==> config.mk <==
export PLATFORM = sky130hd
export DESIGN_NAME = bf_fft_ctrl
export DESIGN_NICKNAME = d
export VERILOG_FILES = /design/src/hdl/bf_fft_pkg.sv /design/src/hdl/bf_fft_ctrl.sv
export SDC_FILE = /design/constraint.sdc
export NUM_CORES = 1
export LEC_CHECK = 0
export BUFFER_PORTS_ARGS = -buffer_cell sky130_fd_sc_hd__clkbuf_2
export CAP_MARGIN = 30
export CELL_PAD_IN_SITES_DETAIL_PLACEMENT = 1
export CELL_PAD_IN_SITES_GLOBAL_PLACEMENT = 1
export CORE_MARGIN = 2
export CORE_UTILIZATION = 42
export CTS_BUF_LIST = sky130_fd_sc_hd__clkbuf_8
export DETAILED_ROUTE_END_ITERATION = 10
export GPL_ROUTABILITY_DRIVEN = 0
export PLACE_DENSITY = 0.81
export SYNTH_ARGS = -nofsm -noshare
export SYNTH_HDL_FRONTEND = slang
export SYNTH_SLANG_ARGS = --single-unit
==> constraint.sdc <==
create_clock -name clk_i -period 3.38 [get_ports clk_i]
set_input_delay 0.169 -clock clk_i [delete_from_list [all_inputs] [get_ports clk_i]]
set_output_delay 0.169 -clock clk_i [all_outputs]
set_load 0.01 [all_outputs]
==> src/hdl/bf_fft_pkg.sv <==
// Shared constants, codes and controller/datapath command types for the
// block floating point FFT. No dependencies.
`default_nettype none
package bf_fft_pkg;

  localparam int LOG2_MAX_POINTS = 10;
  localparam int AW              = LOG2_MAX_POINTS;
  localparam int DEPTH           = 1 << LOG2_MAX_POINTS;
  localparam logic [3:0] LG_MAX  = 4'(LOG2_MAX_POINTS);

  typedef enum logic [1:0] {
    OP_LOAD_SAMPLE  = 2'd0,
    OP_LOAD_TWIDDLE = 2'd1,
    OP_RUN          = 2'd2,
    OP_READ         = 2'd3
  } opcode_e;

  typedef enum logic [1:0] {
    WS_LOAD = 2'd0,
    WS_SUM  = 2'd1,
    WS_DIFF = 2'd2
  } wsel_e;

  localparam logic KIND_READ = 1'b0;
  localparam logic KIND_DONE = 1'b1;

  localparam logic [0:0] REG_DIRECTION   = 1'b0;
  localparam logic [0:0] REG_LOG2_POINTS = 1'b1;

  typedef struct packed {
    logic          s_we;
    logic [AW-1:0] s_waddr;
    wsel_e         wsel;
    logic [AW-1:0] s_raddr;
    logic          t_we;
    logic [AW-1:0] t_waddr;
    logic [AW-1:0] t_raddr;
    logic          cap_a;
    logic          cap_b;
    logic          cap_prod;
    logic          scan_clr;
    logic          scan_chk;
    logic          stage_lat;
    logic          cnt_clr;
    logic          inv;
  } cmd_t;

  typedef struct packed {
    logic       big;
    logic [3:0] shift_total;
  } status_t;

  // Wrap a 10-bit index onto the store address width.
  function automatic logic [AW-1:0] wrap_idx(input logic [9:0] x);
    logic [AW-1:0] r;
    r = '0;
    for (int i = 0; i < AW; i++) begin
      if (i < 10) r[i] = x[i];
    end
    return r;
  endfunction

endpackage
`default_nettype wire

==> src/hdl/bf_fft_ctrl.sv <==
// Controller: sequences loads, reads and the stage/scan/butterfly loop of a
// run. Depends on bf_fft_pkg.
`default_nettype none
module bf_fft_ctrl
  import bf_fft_pkg::*;
(
  input  wire logic       clk_i,
  input  wire logic       rst_ni,
  input  wire logic       in_valid_i,
  input  wire logic [1:0] in_opcode_i,
  input  wire logic [9:0] in_index_i,
  output      logic       in_ready_o,
  input  wire logic       dir_i,
  input  wire logic [3:0] lg_i,
  input  wire logic       out_free_i,
  output      logic       out_load_o,
  output      logic       out_kind_o,
  output      cmd_t       cmd_o
);

  typedef enum logic [12:0] {
    S_IDLE     = 13'b0000000000001,
    S_READ     = 13'b0000000000010,
    S_STAGE    = 13'b0000000000100,
    S_SCAN     = 13'b0000000001000,
    S_SCAN_END = 13'b0000000010000,
    S_LATCH    = 13'b0000000100000,
    S_RA       = 13'b0000001000000,
    S_RB       = 13'b0000010000000,
    S_DIFF     = 13'b0000100000000,
    S_PROD     = 13'b0001000000000,
    S_WA       = 13'b0010000000000,
    S_WB       = 13'b0100000000000,
    S_DONE     = 13'b1000000000000
  } state_e;

  state_e        state_q, state_d;
  logic [AW-1:0] idx_q, idx_d, half_q, half_d, j_q, j_d, tw_q, tw_d;
  logic [AW:0]   n_q, n_d, g_q, g_d, scan_q, scan_d;
  logic [3:0]    st_q, st_d, lg_sat;
  logic [AW-1:0] ia, ib, in_idx;
  logic          accept;
  opcode_e       op;

  assign op     = opcode_e'(in_opcode_i);
  assign in_idx = wrap_idx(in_index_i);
  assign accept = in_valid_i && in_ready_o;
  assign lg_sat = (lg_i > LG_MAX) ? LG_MAX : lg_i;
  assign ia     = g_q[AW-1:0] + j_q;
  assign ib     = ia + half_q;
  assign in_ready_o = (state_q == S_IDLE);

  always_comb begin
    state_d = state_q;
    idx_d = idx_q; half_d = half_q; j_d = j_q; tw_d = tw_q;
    n_d = n_q; g_d = g_q; scan_d = scan_q; st_d = st_q;
    out_load_o = 1'b0;
    out_kind_o = KIND_READ;
    cmd_o          = '0;
    cmd_o.wsel     = WS_LOAD;
    cmd_o.inv      = dir_i;
    cmd_o.s_waddr  = in_idx;
    cmd_o.t_waddr  = in_idx;
    cmd_o.s_raddr  = in_idx;
    cmd_o.t_raddr  = tw_q + j_q;
    unique case (state_q)
      S_IDLE: begin
        if (accept) begin
          idx_d = in_idx;
          unique case (op)
            OP_LOAD_SAMPLE:  cmd_o.s_we = 1'b1;
            OP_LOAD_TWIDDLE: cmd_o.t_we = 1'b1;
            OP_READ:         state_d = S_READ;
            OP_RUN: begin
              cmd_o.cnt_clr = 1'b1;
              n_d  = (AW+1)'(1) << lg_sat;
              st_d = lg_sat;
              tw_d = '0;
              state_d = (lg_sat == 4'd0) ? S_DONE : S_STAGE;
            end
            default: ;
          endcase
        end
      end
      S_READ: begin
        cmd_o.s_raddr = idx_q;
        if (out_free_i) begin
          out_load_o = 1'b1;
          state_d = S_IDLE;
        end
      end
      S_STAGE: begin
        cmd_o.scan_clr = 1'b1;
        scan_d = '0;
        g_d = '0;
        j_d = '0;
        half_d = AW'(1) << (st_q - 4'd1);
        state_d = S_SCAN;
      end
      S_SCAN: begin
        // Check the word issued last cycle; the first issue has nothing behind it.
        cmd_o.s_raddr  = scan_q[AW-1:0];
        cmd_o.scan_chk = (scan_q != '0);
        if (scan_q == n_q - (AW+1)'(1)) state_d = S_SCAN_END;
        else scan_d = scan_q + (AW+1)'(1);
      end
      S_SCAN_END: begin
        cmd_o.scan_chk = 1'b1;
        state_d = S_LATCH;
      end
      S_LATCH: begin
        cmd_o.stage_lat = 1'b1;
        state_d = S_RA;
      end
      S_RA: begin
        cmd_o.s_raddr = ia;
        state_d = S_RB;
      end
      S_RB: begin
        cmd_o.s_raddr = ib;
        cmd_o.cap_a = 1'b1;
        state_d = S_DIFF;
      end
      S_DIFF: begin
        cmd_o.s_raddr = ib;
        cmd_o.cap_b = 1'b1;
        state_d = S_PROD;
      end
      S_PROD: begin
        cmd_o.cap_prod = 1'b1;
        state_d = S_WA;
      end
      S_WA: begin
        cmd_o.s_we    = 1'b1;
        cmd_o.s_waddr = ia;
        cmd_o.wsel    = WS_SUM;
        state_d = S_WB;
      end
      S_WB: begin
        cmd_o.s_we    = 1'b1;
        cmd_o.s_waddr = ib;
        cmd_o.wsel    = WS_DIFF;
        state_d = S_RA;
        if ({1'b0, j_q} + (AW+1)'(1) == {1'b0, half_q}) begin
          j_d = '0;
          g_d = g_q + {half_q, 1'b0};
          if (g_q + {half_q, 1'b0} == n_q) begin
            tw_d = tw_q + half_q;
            st_d = st_q - 4'd1;
            state_d = (st_q == 4'd1) ? S_DONE : S_STAGE;
          end
        end else begin
          j_d = j_q + AW'(1);
        end
      end
      S_DONE: begin
        out_kind_o = KIND_DONE;
        if (out_free_i) begin
          out_load_o = 1'b1;
          state_d = S_IDLE;
        end
      end
      default: state_d = S_IDLE;
    endcase
  end

  always_ff @(posedge clk_i or negedge rst_ni) begin
    if (!rst_ni) begin
      state_q <= S_IDLE;
      st_q    <= '0;
      n_q     <= '0;
      g_q     <= '0;
      j_q     <= '0;
      half_q  <= '0;
      tw_q    <= '0;
      scan_q  <= '0;
    end else begin
      state_q <= state_d;
      st_q    <= st_d;
      n_q     <= n_d;
      g_q     <= g_d;
      j_q     <= j_d;
      half_q  <= half_d;
      tw_q    <= tw_d;
      scan_q  <= scan_d;
    end
  end

  always_ff @(posedge clk_i) begin
    idx_q <= idx_d;
  end

endmodule
`default_nettype wire

Word level (Yosys, flattened, before mapping):

Index checks and enable logic that the tools add are counted.

* multiplexer cells: 46
* magnitude comparators: 1
* add/sub/neg operators: 10
* shift-type cells: 2
* reductions and logical operators: 16
* eq/ne operators: 28

Operators by type and width (count)
* 13-bit case mux with 12 select lines: 1
* 13-bit 2-to-1 mux: 7
* 10-bit 2-to-1 mux: 5
* 11-bit case mux with 2 select lines: 2
* 10-bit adder: 4
* 10-bit case mux with 2 select lines: 2
* 10-bit case mux with 4 select lines: 1
* 13-bit case mux with 2 select lines: 1
* 12-bit case mux with 2 select lines: 1
* 11-bit == test: 2
* 11-bit 2-to-1 mux: 2
* 4-bit 2-to-1 mux: 5
* 1-bit 2-to-1 mux: 16
* 13-bit by 1-bit == test with 1-bit output, second input constant: 1
* 13-bit by 10-bit == test with 1-bit output, second input constant: 1
* 13-bit by 11-bit == test with 1-bit output, second input constant: 1
* 13-bit by 12-bit == test with 1-bit output, second input constant: 1
* 13-bit == test, second input constant: 1
* 13-bit by 2-bit == test with 1-bit output, second input constant: 1
* 13-bit by 3-bit == test with 1-bit output, second input constant: 1
* 13-bit by 4-bit == test with 1-bit output, second input constant: 1
* 13-bit by 5-bit == test with 1-bit output, second input constant: 1
* 13-bit by 6-bit == test with 1-bit output, second input constant: 1
* 13-bit by 7-bit == test with 1-bit output, second input constant: 1
* other kinds (30): 43

* flip-flop bits (word level): 90
* logic and storage cells: 112
* output and inout port bits: 55
* input bits: 21

Logic depth before layout (Yosys ltp):

Gate-level depths: netlist (run 1).

* depth in word-level cells: 7
* depth in mapped cells: 15
* depth with buffers taken out: 15

Worst setup path after synthesis (run 1):

No wires, ideal clock.

* path type: register to output
* from: register j_q[2]
* to: output port cmd_o[38] (netlist name)
* buffers on the path: 0
* arrival time: 3092 ps
* setup slack: 119 ps
* cell stages (with the launch flop): 16
* required time: 3211 ps
* path through: dfrtp_1 > ha_1 > a21o_1 > a21oi_1 > nor2b_1 > o21a_1 > nor2_1 > xnor2_1 > ha_1 > nor2_1 > nor2_1 > a31o_2 > a21oi_1 > xnor3_1 > a221oi_1 > nor2_1

RTL lines
* start, declared: line bf_fft_ctrl.sv:38 `logic [AW-1:0] idx_q, idx_d, half_q, half_d, j_q, j_d, tw_q, tw_d;`
* start signal, assigned: line bf_fft_ctrl.sv:182 `j_q <= j_d;`
* end, declared: line bf_fft_ctrl.sv:18 `output cmd_t cmd_o`

==> results of run 1 <==
## worst reg2reg max path: cells and delay by family, from the launching register on
| family | cells | cell delay [ns] |
|---|---|---|
| adders and majority gates | 2 | 0.60 |
| xor gates and xnor gates | 2 | 0.50 |
| buffers and inverters | 3 | 0.44 |
| and+or+nand+nor | 3 | 0.73 |
| DFF | 1 | 0.39 |
| AOI/OAI and AO/OA | 2 | 0.46 |
## state kept, by name (all words and copies together), names as in the netlist
signal and cells:
j_q 10, idx_q 10, g_q 10, n_q 11, st_q 4, scan_q 11, state_q 13, tw_q 10
half_q 10
## how the worst max path moves through the flow
stage          startpoint         to
2_1_floorplan      j_q[2]  cmd_o[38]
3_3_place_gp       j_q[2]  cmd_o[38]
3_5_place_dp       j_q[2]  cmd_o[38]
4_1_cts            g_q[2]  cmd_o[38]
5_1_grt            g_q[2]  cmd_o[38]
6_report           g_q[2]  cmd_o[38]
## routing by layer
| metal | vias to the layer above | wire length, µm |
|---|---|---|
| met5 | - | 0 |
| met4 | 0 | 1140 |
| met3 | 77 | 1250 |
| li1 | 3399 | - |
| met1 | 3655 | 11400 |
| met2 | 254 | 12400 |
## cell families after synthesis
logic type,after synthesis,share of synthesized area (%)
simple gates,342,24.2
mux,13,1.74
xor+xnor,79,10.4
compound gates,206,17.5
fa+ha+maj,61,10.4
flops,89,30.0
buf+inv,93,5.70
## per-stage QoR
| stage | total power [mW] | std cells | utilization (%) |
|---|---|---|---|
| 3_3_place_gp | 3.13 | 1190 | 47.1 |
| 4_1_cts | 4.01 | 1227 | 49.8 |
| 6_report | 4.07 | 1228 | 50.8 |
| 5_1_grt | 4.32 | 1228 | 50.8 |
| 2_1_floorplan | 2.62 | 883 | - |
| 3_5_place_dp | 3.19 | 1190 | 47.1 |
## power groups by stage
| stage | combinational (mW) | sequential [mW] | clock, mW |
|---|---|---|---|
| 2_1_floorplan | 1.26 | 1.36 | 0 |
| 3_3_place_gp | 1.68 | 1.44 | 0 |
| 3_5_place_dp | 1.74 | 1.45 | 0 |
| 4_1_cts | 1.78 | 1.43 | 0.807 |
| 5_1_grt | 2.02 | 1.45 | 0.840 |
| 6_report | 1.85 | 1.43 | 0.792 |
## cells in the final DEF (no fill, tap or decap), types with 11 or more instances in the layout
cell type,instances
a21o_1,18
a21oi_1,44
a22oi_1,11
buf_4,65
clkbuf_2,67
dfrtp_1,78
ha_1,52
inv_1,44
mux2i_1,11
nand2_1,95
nand3_1,41
nand4_1,12
nor2_1,62
nor2b_1,12
nor3_1,17
o21ai_0,51
o21ai_1,12
xnor2_1,39
xor2_1,28
## area by class of cell
cell class                 count  area (µm²)  area share (%)
clock buffer                  10         138            1.52
clock inverter                 6        52.6           0.580
inverter                      44         169            1.86
multi-input combinational    701        5140            56.8
sequential                    89        2280            25.2
tap                          229         287            3.16
timing repair buffer         149         990            10.9
## what timing repair did
item,4_1_cts,5_1_grt
cloned,0,0
setup buffers,15,4
resized for setup,27,37
hold buffers,7,0
hold endpoints to repair,66,0
setup endpoints to repair,7,28
pin swaps,20,23
==> metrics.yaml, run 1 <==
worstSkewPairLatency_ns: 0.40
start_util_pct: 42.6
ys_warn_count: 0
cts_max_level: 3
path_cells: "ha_4, a211oi_2, nor2_1, nor2_1, xor2_1, inv_1, ha_1, nor3_2, nor2_2, a31o_2, a21oi_2, xnor3_1, a221oi_2, nor2_1, clkbuf_2"
p_per_area_mw_per_mm2: 449
power.share.clock_pct: 19.4
busiest_layer: "met2"
r2r_cells: 12
cts_tree: "yes"
area_delta_synth_final_pct: 19.2
ant_nets: 0
grt_pass1_wl_mm: 40.1
wl_per_cell_um: 21.3
ir_worst_vdd_v: 0.000233
timing.hold.ws_ns: 0.00595
drive_above_1_share_pct: 22.5
rr_startpoint: "g_q[1]"
dpl_cell_area_mm2: 0.00841
met2_usage_pct: 42.9
critPathCaptureType: "output port"
seqPwrFrac_pct: 35.1
cp_common_cell: "nor2_1"
numPortBuffers: 73
syn_area_mm2: 0.00760
vias: 7385
p_comb_share_pct: 45.4
rrSetupSlack_ns: 0.17
synthTopCellsByArea: "dfrtp_1, ha_1, xnor2_1"
max_stage_delay_ns: 0.43
via_per_inst: 6.01
cts.sinks: 89
root_buffer: "clkbuf_8"
hold_viol: 0
first_pass_iters: 5
run_status: "complete, but fails checks"
violations: "setup timing"
yosysTopAreaCellShare_pct: 25.7
drv_cap: 0
cts_buffers: 9
clockBufferDepth: 2
tightestPinTransition_ns: 0.869
relSlewSlack_pct: 41.7
synthDistinctLibCells: 84
synthTopCellsByCount: "nand2_1, dfrtp_1, nor2_1"
grt_pass1_vias: 7485
synth_largest_area_cell: "dfrtp_1"
fin_ws_ns: -0.379
die_w_um: 139
place_hpwl_mm: 18.8
synth_edf_count: 10
grt_max_degree: 62
period_needed_ns: 3.76
drt_iter0_markers: 552
yosysMostFrequentCell: "nand2_1"
finalSetupTns_ns: -1.34
hold_end: "idx_q[1]"
gr-total-overflow: 0
syn-num-nets: 965
cp.depth: 15
core_area_mm2: 0.0178
place_ws_ns: -0.210
maxSlewViolCount: 0
use_met1_pct: 34.8
startpoint_type: "register"
synth_seq_cells: 89
finalClockSkew_ns: 0.0203
num_io_pins: 76
required_ns: 3.21
rows: 49
r2r_end: "st_q[0]"
hold_path_class: "in -> reg"
synth.yosys.seq_area_share_pct: 30.0
p_leak_nw: 4.48
clkSlewWorstSetupHoldPaths_ns: 0.09
critPathArrivalTime_ns: 3.59
switchingPower_mw: 1.68
syn_avg_cell_area_um2: 8.61
grt_use_met3_pct: 2.77
ys.flop_type: "dfrtp_1"
intPower_mw: 2.39
track_usage_pct: 26.1
power_switching_share_pct: 41.4
async_reset_ff_share_pct: 88.8
die_height_um: 139
setup_viol: 8
critPathBufInv: 2
cp_max_fo: 3
crit_type: "reg -> out"
antenna_found_initial: 0
period_share_pct: 111
syn_inst: 883
drc_errors: 0
path_delay_family: "compound AO/OA/AOI/OAI gates"
design_area_mm2: 0.00906
cpMaxStageDelayCell: "dfrtp_1"
fin_nets: 1076
die_area_mm2: 0.0192
drt_wl_total_mm: 26.1
num-fill-cells: 2143
antennaDiodeCount: 0
rsz0062_at_grt: "yes"
worstHoldStart: "in_index_i[1]"
hold_path_depth: 1
max_freq_ghz: 0.266
Power figures use the tool's default switching activity.
==> run 2, diff against run 1 <==
--- a/config.mk
+++ b/config.mk
@@ -10,11 +10,13 @@
 export CELL_PAD_IN_SITES_DETAIL_PLACEMENT = 1
 export CELL_PAD_IN_SITES_GLOBAL_PLACEMENT = 1
 export CORE_MARGIN = 2
-export CORE_UTILIZATION = 42
+export CORE_UTILIZATION = 43
 export CTS_BUF_LIST = sky130_fd_sc_hd__clkbuf_8
+export CTS_CLUSTER_DIAMETER = 60
 export DETAILED_ROUTE_END_ITERATION = 10
 export GPL_ROUTABILITY_DRIVEN = 0
-export PLACE_DENSITY = 0.81
+export PLACE_DENSITY = 0.83
+export SKIP_LAST_GASP = 1
 export SYNTH_ARGS = -nofsm -noshare
 export SYNTH_HDL_FRONTEND = slang
 export SYNTH_SLANG_ARGS = --single-unit
==> metrics.yaml, run 2 (synthesis gave the netlist of run 1 again) <==
worstSkewPairLatency_ns: 0.40
wl_per_cell_um: 22.4
drc_errors: 0
drt_wl_total_mm: 27.4
rows: 48
vias: 7528
grt_max_degree: 61
dpl_cell_area_mm2: 0.00842
first_pass_iters: 6
relSlewSlack_pct: 32.4
gr-total-overflow: 0
critPathBufInv: 2
clkSlewWorstSetupHoldPaths_ns: 0.09
path_delay_family: "compound AO/OA/AOI/OAI gates"
antenna_found_initial: 0
setup_viol: 10
mostFrequentLayoutCells: "nand2_1, dfrtp_1, clkbuf_2, buf_4, nor2_1"
via_per_inst: 6.18
design_area_mm2: 0.00900
crit_type: "reg -> out"
die_height_um: 137
die_w_um: 137
cts.sinks: 89
ir_worst_vdd_v: 0.000221
clockBufferDepth: 2
max_freq_ghz: 0.263
antennaDiodeCount: 0
cp_max_fo: 3
period_needed_ns: 3.80
cp_common_cell: "nor2_1"
cts_max_level: 3
hold_viol: 0
maxSlewViolCount: 0
track_usage_pct: 29.2
reg.largest.list: "state_q: 13 flops, n_q: 11 flops, scan_q: 11 flops"
place_hpwl_mm: 18.7
violations: "setup timing"
rsz0062_at_grt: "yes"
numPortBuffers: 73
num_io_pins: 76
tightestPinTransition_ns: 1.01
drive_above_1_share_pct: 21.7
final_common_cell: "nand2_1"
path_cells: "ha_4, a211oi_4, nor2_1, nor2_1, xor2_1, inv_2, ha_4, nor3_2, nor2_1, a31o_2, a21oi_2, xnor3_2, a221oi_2, nor2_1, clkbuf_2"
largest_register_ffs: 13
finalClockSkew_ns: 0.0146
critPathCaptureType: "output port"
grt_pass1_wl_mm: 42.1
total_power_mw: 4.08
largest-register: "state_q"
cts_buffers: 9
drv_cap: 0
startpoint_type: "register"
max_stage_delay_ns: 0.43
finalSetupTns_ns: -2.41
critPathArrivalTime_ns: 3.63
die_area_mm2: 0.0188
utilization_pct: 52.1
run_status: "complete, but fails checks"
cts_tree: "yes"
area_delta_synth_final_pct: 18.5
hold_path_class: "in -> reg"
core_area_mm2: 0.0173
fin_ws_ns: -0.418
ant_nets: 0
fin_nets: 1072
root_buffer: "clkbuf_8"
drt_iter0_markers: 677
required_ns: 3.21
grt_pass1_vias: 7672
period_share_pct: 112
start_util_pct: 43.9
cpMaxStageDelayCell: "dfrtp_1"
p_per_area_mw_per_mm2: 453
p_leak_nw: 4.43
-- run 2: metal layers --
metal / wire (µm) / track usage, % / part of all wire (%) / vias to the layer above
met2: 12900 / 48.1 / 47 / 337
met1: 11200 / 36.8 / 41 / 3693
met4: 1290 / 12.4 / 4.7 / 0
met3: 1950 / 6.70 / 7.1 / 113
met5: 0 / 0 / 0 / -
li1: - / - / - / 3385
-- run 2: repair_timing --
action | 4_1_cts | 5_1_grt
setup buffers | 15 | 5
pin swaps | 20 | 15
hold buffers | 5 | 0
endpoints found under the setup margin | 8 | 13
resized for setup | 20 | 25
endpoints found under the hold margin | 23 | 0
-- run 2: per-stage QoR --
stage / instances / hold slack, ns / setup WS (ns)
final: 1219 / 0.00790 / -0.418
after CTS: 1217 / 0.0000716 / -0.292
after global placement: 1182 / 0.338 / -0.0728
after floorplan: 883 / -0.127 / 0.119
after detailed placement: 1183 / 0.0954 / -0.227
after global routing: 1219 / 0.00271 / -0.553
-- run 2: area by class of cell --
cell class | instances | area [µm²]
Timing Repair Buffer | 145 | 966
Clock inverter | 6 | 58.8
Multi-Input combinational cell | 701 | 5130
Inverter | 44 | 165
Fill cell | 2071 | 8290
Tap cell | 225 | 282
Clock buffer | 9 | 124
Sequential cell | 89 | 2280
-- run 2: final timing paths --
check,startpoint,to,slack (ns),cells after the start
max,g_q[2],cmd_o[38],-0.42,15
min,in_index_i[4],idx_q[4],0.008,1
max reg2reg,g_q[1],tw_q[7],0.11,12
min reg2reg,g_q[10],g_q[10],0.52,1
max in group asynchronous,rst_ni,state_q[0],2.50,3
min in group asynchronous,rst_ni,tw_q[7],0.21,2
-- run 2: report_power, final --
group,switching (mW),internal (mW)
combinational,1.06,0.810
clock,0.449,0.335
sequential,0.201,1.23
total,1.71,2.37
